## src/rtl/core/rpn_pkg.sv

```systemverilog
// ----------------------------------------------------------------------------
// rpn_pkg: shared types and constants
// Command codes, status codes, stack geometry and controller/datapath structs.
// ----------------------------------------------------------------------------
package rpn_pkg;

    localparam int STACK_DEPTH = 128;
    localparam int FRAC_BITS   = 16;
    localparam int ADDR_W      = $clog2(STACK_DEPTH);
    localparam int CNT_W       = $clog2(STACK_DEPTH + 1);
    localparam int DATA_W      = 32;
    localparam int DIV_W       = DATA_W + FRAC_BITS;

    localparam logic [3:0] CMD_PUSH    = 4'd0;
    localparam logic [3:0] CMD_ADD     = 4'd1;
    localparam logic [3:0] CMD_SUB     = 4'd2;
    localparam logic [3:0] CMD_MUL     = 4'd3;
    localparam logic [3:0] CMD_DIV     = 4'd4;
    localparam logic [3:0] CMD_MOD     = 4'd5;
    localparam logic [3:0] CMD_PEEK    = 4'd6;
    localparam logic [3:0] CMD_DUP     = 4'd7;
    localparam logic [3:0] CMD_SWAP    = 4'd8;
    localparam logic [3:0] CMD_CLEAR   = 4'd9;
    localparam logic [3:0] CMD_POPSHOW = 4'd10;

    localparam logic [2:0] ST_OK    = 3'd0;
    localparam logic [2:0] ST_FULL  = 3'd1;
    localparam logic [2:0] ST_EMPTY = 3'd2;
    localparam logic [2:0] ST_ZDIV  = 3'd3;
    localparam logic [2:0] ST_SWAP  = 3'd4;

    // datapath register loads
    localparam logic [1:0] LD_NONE = 2'd0;
    localparam logic [1:0] LD_B    = 2'd1;
    localparam logic [1:0] LD_A    = 2'd2;

    // result selects for write data
    localparam logic [2:0] WR_OPV = 3'd0;
    localparam logic [2:0] WR_ALU = 3'd1;
    localparam logic [2:0] WR_A   = 3'd2;
    localparam logic [2:0] WR_B   = 3'd3;
    localparam logic [2:0] WR_DIV = 3'd4;

    typedef struct packed {
        logic              rd_en;
        logic [ADDR_W-1:0] rd_addr;
        logic              wr_en;
        logic [ADDR_W-1:0] wr_addr;
        logic [2:0]        wr_sel;
        logic [1:0]        ld;
        logic              alu_go;
        logic              div_go;
        logic              top_clr;
        logic              top_ld;
        logic              sec_clr;
        logic              sec_ld;
        logic [2:0]        top_sel;
    } rpn_cmd_t;

    typedef struct packed {
        logic              div_done;
        logic              b_zero;
    } rpn_stat_t;

endpackage

```

## src/rtl/core/rpn_ctrl.sv

```systemverilog
// ----------------------------------------------------------------------------
// rpn_ctrl: command sequencer
// Accepts a command, steps the stack pointer and datapath through
// reads, arithmetic and writes, then presents the result item.
// ----------------------------------------------------------------------------
module rpn_ctrl (
    input  logic                       aclk,
    input  logic                       aresetn,
    input  logic                       s_tvalid,
    output logic                       s_tready,
    input  logic [3:0]                 s_cmd,
    output logic                       m_tvalid,
    input  logic                       m_tready,
    output logic [3:0]                 cmd,
    output rpn_pkg::rpn_cmd_t          ctl,
    input  rpn_pkg::rpn_stat_t         stat,
    output logic [2:0]                 status,
    output logic [7:0]                 stack_count
);

    localparam int AW = rpn_pkg::ADDR_W;
    localparam int CW = rpn_pkg::CNT_W;

    localparam logic [3:0] S_IDLE  = 4'd0;
    localparam logic [3:0] S_RDB   = 4'd1;
    localparam logic [3:0] S_RDA   = 4'd2;
    localparam logic [3:0] S_LDA   = 4'd3;
    localparam logic [3:0] S_ALU   = 4'd4;
    localparam logic [3:0] S_MUL   = 4'd5;
    localparam logic [3:0] S_DIV   = 4'd6;
    localparam logic [3:0] S_WR    = 4'd7;
    localparam logic [3:0] S_SHOW  = 4'd8;
    localparam logic [3:0] S_SHOW2 = 4'd9;
    localparam logic [3:0] S_OUT   = 4'd10;
    localparam logic [3:0] S_SWP   = 4'd11;

    logic [3:0]    state_reg, state_next;
    logic [CW-1:0] sp_reg, sp_next;
    logic [2:0]    st_reg, st_next;
    logic [3:0]    cmd_reg, cmd_next;
    logic          two_reg, two_next;
    logic [CW-1:0] sp_m1, sp_m2;

    assign sp_m1 = sp_reg - 1'b1;
    assign sp_m2 = sp_reg - 2'd2;

    always_comb begin
        state_next = state_reg;
        sp_next    = sp_reg;
        st_next    = st_reg;
        cmd_next   = cmd_reg;
        two_next   = two_reg;
        ctl        = '0;
        unique case (state_reg)
            S_IDLE: begin
                if (s_tvalid) begin
                    cmd_next = s_cmd;
                    st_next  = rpn_pkg::ST_OK;
                    two_next = 1'b0;
                    ctl.top_clr = 1'b1;
                    ctl.sec_clr = 1'b1;
                    state_next  = S_SHOW;
                    unique case (s_cmd) inside
                        rpn_pkg::CMD_PUSH: begin
                            if (sp_reg == CW'(rpn_pkg::STACK_DEPTH)) begin
                                st_next = rpn_pkg::ST_FULL;
                            end else begin
                                ctl.wr_en   = 1'b1;
                                ctl.wr_addr = sp_reg[AW-1:0];
                                ctl.wr_sel  = rpn_pkg::WR_OPV;
                                sp_next     = sp_reg + 1'b1;
                            end
                        end
                        rpn_pkg::CMD_ADD, rpn_pkg::CMD_SUB, rpn_pkg::CMD_MUL,
                        rpn_pkg::CMD_DIV, rpn_pkg::CMD_MOD: begin
                            if (sp_reg == '0) begin
                                st_next = rpn_pkg::ST_EMPTY;
                            end else begin
                                ctl.rd_en   = 1'b1;
                                ctl.rd_addr = sp_m1[AW-1:0];
                                sp_next     = sp_m1;
                                state_next  = S_RDB;
                            end
                        end
                        rpn_pkg::CMD_PEEK: begin
                            two_next = 1'b1;
                            if (sp_reg < CW'(2)) begin
                                st_next = rpn_pkg::ST_EMPTY;
                            end
                        end
                        rpn_pkg::CMD_DUP: begin
                            two_next = 1'b1;
                            if (sp_reg == '0) begin
                                st_next = rpn_pkg::ST_EMPTY;
                            end else if (sp_reg == CW'(rpn_pkg::STACK_DEPTH)) begin
                                st_next = rpn_pkg::ST_FULL;
                            end else begin
                                ctl.rd_en   = 1'b1;
                                ctl.rd_addr = sp_m1[AW-1:0];
                                state_next  = S_RDB;
                            end
                        end
                        rpn_pkg::CMD_SWAP: begin
                            two_next = 1'b1;
                            if (sp_reg < CW'(2)) begin
                                st_next = rpn_pkg::ST_SWAP;
                            end else begin
                                ctl.rd_en   = 1'b1;
                                ctl.rd_addr = sp_m1[AW-1:0];
                                state_next  = S_RDB;
                            end
                        end
                        rpn_pkg::CMD_CLEAR: begin
                            sp_next = '0;
                        end
                        rpn_pkg::CMD_POPSHOW: begin
                            if (sp_reg == '0) begin
                                st_next    = rpn_pkg::ST_EMPTY;
                                state_next = S_OUT;
                            end else begin
                                ctl.rd_en   = 1'b1;
                                ctl.rd_addr = sp_m1[AW-1:0];
                                sp_next     = sp_m1;
                                state_next  = S_RDB;
                            end
                        end
                        default: state_next = S_SHOW;
                    endcase
                end
            end
            S_RDB: begin
                ctl.ld = rpn_pkg::LD_B;
                if (cmd_reg == rpn_pkg::CMD_POPSHOW) begin
                    state_next = S_OUT;
                end else if (cmd_reg == rpn_pkg::CMD_DUP) begin
                    state_next = S_WR;
                end else if (cmd_reg == rpn_pkg::CMD_SWAP) begin
                    ctl.rd_en   = 1'b1;
                    ctl.rd_addr = sp_m2[AW-1:0];
                    state_next  = S_RDA;
                end else begin
                    state_next = S_RDA;
                end
            end
            S_RDA: begin
                if (cmd_reg == rpn_pkg::CMD_SWAP) begin
                    ctl.ld      = rpn_pkg::LD_A;
                    ctl.wr_en   = 1'b1;
                    ctl.wr_addr = sp_m2[AW-1:0];
                    ctl.wr_sel  = rpn_pkg::WR_B;
                    state_next  = S_SWP;
                end else if ((cmd_reg == rpn_pkg::CMD_DIV || cmd_reg == rpn_pkg::CMD_MOD)
                             && stat.b_zero) begin
                    st_next    = rpn_pkg::ST_ZDIV;
                    state_next = S_SHOW;
                end else if (sp_reg == '0) begin
                    st_next    = rpn_pkg::ST_EMPTY;
                    state_next = S_SHOW;
                end else begin
                    ctl.rd_en   = 1'b1;
                    ctl.rd_addr = sp_m1[AW-1:0];
                    sp_next     = sp_m1;
                    state_next  = S_LDA;
                end
            end
            S_LDA: begin
                ctl.ld = rpn_pkg::LD_A;
                state_next = S_ALU;
            end
            S_ALU: begin
                if (cmd_reg == rpn_pkg::CMD_DIV || cmd_reg == rpn_pkg::CMD_MOD) begin
                    ctl.div_go = 1'b1;
                    state_next = S_DIV;
                end else begin
                    ctl.alu_go = 1'b1;
                    state_next = (cmd_reg == rpn_pkg::CMD_MUL) ? S_MUL : S_WR;
                end
            end
            S_MUL: begin
                state_next = S_WR;
            end
            S_DIV: begin
                if (stat.div_done) begin
                    ctl.wr_en   = 1'b1;
                    ctl.wr_addr = sp_reg[AW-1:0];
                    ctl.wr_sel  = rpn_pkg::WR_DIV;
                    sp_next     = sp_reg + 1'b1;
                    state_next  = S_SHOW;
                end
            end
            S_WR: begin
                ctl.wr_en   = 1'b1;
                ctl.wr_addr = sp_reg[AW-1:0];
                ctl.wr_sel  = (cmd_reg == rpn_pkg::CMD_DUP) ? rpn_pkg::WR_B
                                                            : rpn_pkg::WR_ALU;
                sp_next     = sp_reg + 1'b1;
                state_next  = S_SHOW;
            end
            S_SWP: begin
                ctl.wr_en   = 1'b1;
                ctl.wr_addr = sp_m1[AW-1:0];
                ctl.wr_sel  = rpn_pkg::WR_A;
                state_next  = S_SHOW;
            end
            S_SHOW: begin
                ctl.rd_en   = (sp_reg != '0);
                ctl.rd_addr = sp_m1[AW-1:0];
                state_next  = S_SHOW2;
            end
            S_SHOW2: begin
                ctl.top_ld  = (sp_reg != '0);
                ctl.top_sel = rpn_pkg::WR_OPV;
                if (two_reg && sp_reg >= CW'(2)) begin
                    ctl.rd_en   = 1'b1;
                    ctl.rd_addr = sp_m2[AW-1:0];
                    state_next  = S_OUT;
                end else begin
                    state_next  = S_OUT;
                end
            end
            S_OUT: begin
                if (two_reg && sp_reg >= CW'(2) && !m_tvalid) begin
                    ctl.sec_ld = 1'b1;
                end
                if (cmd_reg == rpn_pkg::CMD_POPSHOW && st_reg == rpn_pkg::ST_OK
                    && !m_tvalid) begin
                    ctl.top_ld  = 1'b1;
                    ctl.top_sel = rpn_pkg::WR_B;
                end
                if (m_tvalid && m_tready) begin
                    state_next = S_IDLE;
                end
            end
            default: state_next = S_IDLE;
        endcase
    end

    logic out_v_reg;

    always_ff @(posedge aclk) begin
        if (!aresetn) begin
            state_reg <= S_IDLE;
            sp_reg    <= '0;
            st_reg    <= rpn_pkg::ST_OK;
            cmd_reg   <= rpn_pkg::CMD_PUSH;
            two_reg   <= 1'b0;
            out_v_reg <= 1'b0;
        end else begin
            state_reg <= state_next;
            sp_reg    <= sp_next;
            st_reg    <= st_next;
            cmd_reg   <= cmd_next;
            two_reg   <= two_next;
            out_v_reg <= (state_reg == S_OUT) && !(out_v_reg && m_tready);
        end
    end

    assign s_tready    = (state_reg == S_IDLE);
    assign m_tvalid    = out_v_reg;
    assign cmd         = cmd_reg;
    assign status      = st_reg;
    assign stack_count = 8'(sp_reg);

endmodule

```

## config.mk

```make
export PLATFORM = sky130hd
export DESIGN_NAME = rpn_ctrl
export DESIGN_NICKNAME = d
export VERILOG_FILES = /design/src/rtl/core/rpn_pkg.sv /design/src/rtl/core/rpn_ctrl.sv
export SDC_FILE = /design/constraint.sdc
export NUM_CORES = 1
export LEC_CHECK = 0
export ABC_AREA = 0
export BUFFER_PORTS_ARGS = -buffer_cell sky130_fd_sc_hd__buf_4
export CORE_MARGIN = 2
export CORE_UTILIZATION = 35
export DETAILED_ROUTE_END_ITERATION = 16
export PLACE_DENSITY_LB_ADDON = 0.3
export SETUP_SLACK_MARGIN = 0.15
export SLEW_MARGIN = 25
export SYNTH_ARGS = -nofsm -noshare
export SYNTH_HDL_FRONTEND = slang
export SYNTH_SLANG_ARGS = --single-unit
```

## constraint.sdc

```tcl
create_clock -name aclk -period 2.2 [get_ports aclk]
set_clock_uncertainty 0.05 [all_clocks]
set_input_delay 0.22 -clock aclk [delete_from_list [all_inputs] [get_ports aclk]]
set_output_delay 0.22 -clock aclk [all_outputs]
set_load 0.02 [all_outputs]
```

Yosys cells after proc, flatten, opt, wreduce, memory -nomap -nowiden
Index checks and enable logic that the tools add are counted.

Add/subtract/negate cells: 3. Order comparisons: 2. Eq/ne operators: 36. Muxes and demuxes: 68. Reductions and logical operators: 25.

Operators with widths (number): $mux W8 (16); $pmux W11 S5 (1); $mux W4 (12); $pmux W8 S3 (2); $eq A4 B3 Y1 const B (11); $pmux W4 S11 (1); $pmux W8 S5 (1); $eq A4 B4 Y1 const B (9); $mux W11 (3); $pmux W8 S4 (1); $eq A4 B2 Y1 const B (5); $mux W19 (1); $mux W2 (9); $mux W3 (6); $pmux W4 S4 (1); $pmux W3 S5 (1); $mux W13 (1); $ne A2 B2 Y1 const B (5); $mux W1 (9); $add A8 B1 Y8 const B (1); $eq A4 B1 Y1 const B (2); $eq A8 B8 Y1 const B (1); $ge A8 B2 Y1 const B (1); $logic_not A4 Y1 (2); other kinds (24) (32).

Register bits: 21. Output and inout bits: 47. Word-level logic and storage cells: 140.

Longest topological paths before layout
Gate-level depths: netlist of the first run.

Depth after elaboration: 6. Depth in mapped cells: 11. Mapped depth without buffers: 9.

Worst setup path before layout of the first run
OpenSTA, ideal clock, no wires.

Path kind: register -> output. Start: register sp_reg[0] (netlist: stack_count[0]). End: output port ctl[27] in the netlist's numbering. Data arrival time: 2.685 ns. Data required time: 1.930 ns. Slack: -0.755 ns. Cell stages (with the launch flop): 11. Path buffers: 2. Cell sequence: dfxtp_1 clkbuf_1 inv_1 ha_1 nor3b_4 nand2_1 buf_2 o21ai_1 a21oi_2 o21ai_0 a221oi_1.

RTL lines: start, declared (RTL line rpn_ctrl.sv:38) `logic [CW-1:0] sp_reg, sp_next;`; start signal, assigned (RTL line rpn_ctrl.sv:250) `sp_reg <= sp_next;`; end, declared (RTL line rpn_ctrl.sv:15) `output rpn_pkg::rpn_cmd_t ctl,`.

==> run metrics, run 1 <==
wire per inst=18.9 um; Slew @ Worst Pin=0.669 ns; Synth Area in Compound Gates=35.1%; Port Buffers=55; CTS root buf=clkbuf_8; largest family of logic cells by synthesized area=compound AO/OA/AOI/OAI gates; RSZ-0062 raised after global routing=true; largest cells by area after synthesis=dfxtp_1, a21oi_1, nand2_1; crit end category=output pin; final setup vio count=18; top_reg_cell synth=dfxtp_1; most frequent cell after synthesis=nand2_1; Critical path origin=stack_count[4]; Post-synth EDFFs=0; setup ws final=-0.272 ns; Slowest-stage cell, CP=or4_4; via count=3,392; Rel. slew slack=55.1%; total chip power=6.44 mW; GRT Util Overall=26.3%; pin count of the biggest net entering global routing=17; CTS H-tree lvls=1; Fill cells=481; Crit path max-delay family=compound AO/OA/AOI/OAI gates; R2R Path Start=stack_count[4]; synthesized-area fraction occupied by adder cells=3.80%; Max Cap Viol=0; fin crit share=112%; Post-DP HPWL=6.70 mm; core area=6350 sq um; final hold viol count=0; fin util=67.0%; syn nets=358; status=complete, but fails checks; Max Fclk=0.405 GHz; Boundary Pins=57; Synth Area in XOR/XNOR=0.760%; Clock transition at path regs=0.10 ns; register area share after synthesis=18.2%; width of the die=85.1 um; R2R Setup Slk=-0.19 ns; CP cell instances=or4_4, o31ai_4, buf_4, o22ai_2, a31oi_1, a32oi_2, buf_4; Mapped Area=2300 sq um; Mean Syn Cell Area=6.76 sq um; Async S/R FF share, synth=0%; Synth Warn #=0; Via density=6.21; r2r worst-path depth=11; ANT cells=0; CP Max Fanout=4; WL final=10.3 mm; number of routed nets with antenna violations=0; CP dominant cell by count=buf_4; Initial Util=36.3%; Longest Clk Path Bufs=2; share of the synthesized area in the top cell type=18.2%; cell area power density=1510 nW/um^2; Hold Crit Class=input port to flop; DRT Pass-1 Iters=5; Die Y=85.1 um; # DRC=0; DR iter-0 viols=257; Cell variety after synth=61; Critical Path AT=2.20 ns; Hold Startpoint=aresetn; worst hold path stage count=2; worst path bufs/invs=2; gpl congestion=0.958; VDD IR max=0.816 mV; share of post-route cells with drive strength above 1=56.1%; worst skew pair latency=0.28 ns; CP Data Required Time=1.93 ns; Place WS=-0.0161 ns; initial antenna violation count=0; setup_tns=-2.89 ns; area delta synth->final=84.7%; Rows=29; crit path launch type=flop; CTS buffer count=3; number of global-route vias before repair=3,236; pins over their slew limit=0; minimum clock period=2.47 ns; Crit. path cell count=7; die area=7250 sq um; clock sinks=21; area share of and/or/nand/nor cells after synthesis=33.7%; multiplexer area fraction after synthesis=0.434%; WHS Endpoint=m_tvalid; Reg2Reg Capture Point=status[2]; crit-path max cell delay=0.55 ns; max FFs per register=8; cts hold-fix bufs=0; first-pass GRT wire length=15.4 mm; #FFs+latches synth=21; remaining global-route overflow=0; leakage power total=1.72 nW; TritonCTS clock tree=yes; Final #Nets=487; synthesized instance count=341; area leader, netlist=dfxtp_1; Commonest cells post-synth=nand2_1, a21oi_1, nor2_1; failing checks=setup timing; worst setup path class=flop to output pin
## layer usage
metal / part of all wire, % / wire, um / global-route usage (%)
met5: 0 / 0 / 0
met4: 5.2 / 534 / 15.3
met3: 7.2 / 744 / 3.21
met2: 50 / 5160 / 46.4
met1: 38 / 3900 / 30.5
## worst reg2reg max path, delay by kind of cell, from the launching register on
kind | cells | cell delay [ns]
flops | 1 | 0.36
buf+inv | 5 | 0.66
simple gates | 3 | 0.86
compound gates | 3 | 0.38
## power by group
part | total, mW | switching [mW] | internal [mW]
clock | 0.283 | 0.153 | 0.130
combinational | 5.55 | 2.83 | 2.72
sequential | 0.610 | 0.121 | 0.489
total | 6.44 | 3.10 | 3.34
## worst max-delay path by stage
stage / to / slack (ns)
2_1_floorplan: ctl[25] / -0.02
3_3_place_gp: ctl[27] / 0.01
3_5_place_dp: ctl[17] / -0.02
4_1_cts: ctl[27] / -0.21
5_1_grt: ctl[27] / -0.34
6_report: ctl[28] / -0.27
## cell families after synthesis
family | after synthesis
other cells | 1
compound gates | 123
mux | 1
fa+ha+maj | 7
simple gates | 146
xor+xnor | 2
flops | 21
buf+inv | 40
## cell type report
| type | instances | area [sq um] | area share, % |
|---|---|---|---|
| multi-input cells | 280 | 2340 | 55.0 |
| clock buffers | 4 | 45.0 | 1.06 |
| inverters | 14 | 60.1 | 1.41 |
| well taps | 77 | 96.3 | 2.26 |
| flip-flops and latches | 21 | 448 | 10.5 |
| repair buffers | 150 | 1270 | 29.7 |
## placed cells by master (no fill, tap or decap), types with 4 or more instances in the layout
cell,instances
a21oi_4,5
nand3b_1,5
nor2_2,6
nand2_2,6
nand3_1,5
a31oi_1,4
dfxtp_4,5
nor3_1,11
buf_4,115
a211oi_1,4
and2_1,5
o22ai_1,7
inv_1,10
a21oi_2,9
o21ai_0,9
nand2_1,34
dfxtp_2,7
a21oi_1,24
nand2b_1,8
nor2b_1,4
nor2_1,19
buf_6,34
ha_4,4
dfxtp_1,9
o21ai_1,5
## timing repair
action,4_1_cts,5_1_grt
setup endpoints to repair,30,33
setup buffers,24,9
gates resized for setup,83,53
pin swaps,31,32
## through the flow
stage               instance area (sq um)  instances  hold slack (ns)
floorplan                            2560        341            0.292
global placement                     3380        509            0.408
detailed placement                   3380        509            0.420
CTS                                  3930        537            0.181
global route                         4260        546            0.197
finish                               4260        546            0.191
(Power assumes the default switching activity.)
==> run 2, diff against run 1 <==
--- a/config.mk
+++ b/config.mk
@@ -11,6 +11,7 @@
 export CORE_UTILIZATION = 35
 export DETAILED_ROUTE_END_ITERATION = 16
 export PLACE_DENSITY_LB_ADDON = 0.3
+export RECOVER_POWER = 100
 export SETUP_SLACK_MARGIN = 0.15
 export SLEW_MARGIN = 25
 export SYNTH_ARGS = -nofsm -noshare
==> run 2 against run 1 <==
The flow still finishes with violations (setup timing). Combinational power about the same. Sequential share of layout area barely moved. Fmax about the same. Critical path type unchanged. Highest routed layer unchanged.
==> run metrics, run 2 (synthesis gave the netlist of run 1 again) <==
r2r worst-path depth=11; share of post-route cells with drive strength above 1=55.9%; crit end category=output pin; cts hold-fix bufs=0; Initial Util=36.3%; WHS Endpoint=m_tvalid; CP Max Fanout=4; CP dominant cell by count=buf_4; DRT Pass-1 Iters=6; Hold Startpoint=aresetn; worst path bufs/invs=2; first-pass GRT wire length=15.4 mm; CP cell instances=or4_4, o31ai_4, buf_4, o22ai_2, a31oi_1, a32oi_2, buf_4; crit-path max cell delay=0.55 ns; number of global-route vias before repair=3,236; remaining global-route overflow=0; cell area power density=1510 nW/um^2; GRT Util Overall=26.3%; Max Fclk=0.404 GHz; Final #Nets=487; CTS H-tree lvls=1; worst hold margin=0.188 ns; number of routed nets with antenna violations=0; leakage power total=1.72 nW; Rel. slew slack=54.3%; Reg area=448 sq um; crit path launch type=flop; Crit path max-delay family=compound AO/OA/AOI/OAI gates; width of the die=85.1 um; Reg2Reg Capture Point=status[2]; Longest Clk Path Bufs=2; Slowest-stage cell, CP=or4_4; gpl congestion=0.958; via count=3,393; TritonCTS clock tree=yes; Place WS=-0.0161 ns; DR iter-0 viols=254; Slew @ Worst Pin=0.681 ns; clock sinks=21; most frequent cells in the layout=buf_4, nand2_1, buf_6; Fill cells=483; status=complete, but fails checks; final setup vio count=17; worst skew pair latency=0.28 ns; RSZ-0062 raised after global routing=true; R2R Path Start=stack_count[4]; area of the multi-input gates=2340 sq um; worst hold path stage count=2; CP Data Required Time=1.93 ns; Die Y=85.1 um; failing checks=setup timing; Critical Path AT=2.20 ns; CTS root buf=clkbuf_8; Max Cap Viol=0; WL final=10.3 mm; worst setup path class=flop to output pin; design area=4250 sq um; Clock transition at path regs=0.10 ns; Post-DP HPWL=6.70 mm; pin count of the biggest net entering global routing=17; final hold viol count=0; max FFs per register=8; Boundary Pins=57; setup ws final=-0.274 ns; Rows=29; setup_tns=-2.90 ns; placed inst area=3380 sq um; CTS buffer count=3; wire per inst=18.9 um; R2R Setup Slk=-0.19 ns; Port Buffers=55; die area=7250 sq um; Via density=6.21; core area=6350 sq um; fin crit share=112%; commonest non-fill, non-tap cell in the layout=buf_4; ANT cells=0; area delta synth->final=84.5%; Hold Crit Class=input port to flop; VDD IR max=0.816 mV; pins over their slew limit=0; initial antenna violation count=0; minimum clock period=2.47 ns; # DRC=0
## run 2: cell count changes in the layout (fill, tap and decap cells not counted)
cell      before  now
buf_4        115  114
clkbuf_1       1    2
## run 2: what timing repair did
item                                    CTS  global route
gates cloned                              0             0
pin swaps                                31            32
endpoints found under the setup margin   30            33
setup buffers                            24             9
gates resized for setup                  83            53
## run 2: worst max path at each step
stage / startpoint / to / slack (ns) / cells after the start
after floorplan: stack_count[0] / ctl[25] / -0.02 / 10
after global placement: stack_count[1] / ctl[27] / 0.01 / 8
after detailed placement: state_reg[1] / ctl[17] / -0.02 / 10
after CTS: stack_count[1] / ctl[27] / -0.21 / 10
after global routing: stack_count[1] / ctl[27] / -0.34 / 8
final: stack_count[4] / ctl[28] / -0.27 / 7
## run 2: routing by layer
| layer | wire length (um) | vias to the layer above | GRT usage, % |
|---|---|---|---|
| li1 | - | 1531 | - |
| met1 | 3900 | 1597 | 30.5 |
| met2 | 5180 | 211 | 46.4 |
| met3 | 730 | 54 | 3.21 |
| met4 | 519 | 0 | 15.3 |
| met5 | 0 | - | 0 |
## run 2: power breakdown
| part | total, mW | internal [mW] | switching [mW] |
|---|---|---|---|
| Combinational | 5.54 | 2.72 | 2.82 |
| Clock | 0.286 | 0.130 | 0.156 |
| Sequential | 0.609 | 0.489 | 0.121 |
| Total | 6.44 | 3.34 | 3.10 |
## run 2: area by class of cell
class                      instances  share of cell area, %
clock buffer                       4                   1.06
inverter                          14                   1.41
multi-input combinational        280                   55.0
sequential                        21                   10.5
tap                               77                   2.27
timing repair buffer             150                   29.7
## run 2: worst reg2reg max path, cell delays in order, from the launching register on
cell and delay [ns]:
dfxtp_2 0.36, nor4_2 0.27, buf_4 0.16, buf_4 0.14, nand2_8 0.07, buf_4 0.13, buf_6 0.11, buf_6 0.12
a21oi_4 0.16, o21ai_2 0.09, or4_4 0.52, a21oi_2 0.13
## run 2: metrics by stage
stage / power, mW / util [%] / cells
after floorplan: 2.93 / - / 341
after global placement: 4.18 / 53.2 / 509
after detailed placement: 4.22 / 53.2 / 509
after CTS: 5.56 / 61.9 / 537
after global routing: 6.75 / 67.0 / 546
final: 6.44 / 67.0 / 546
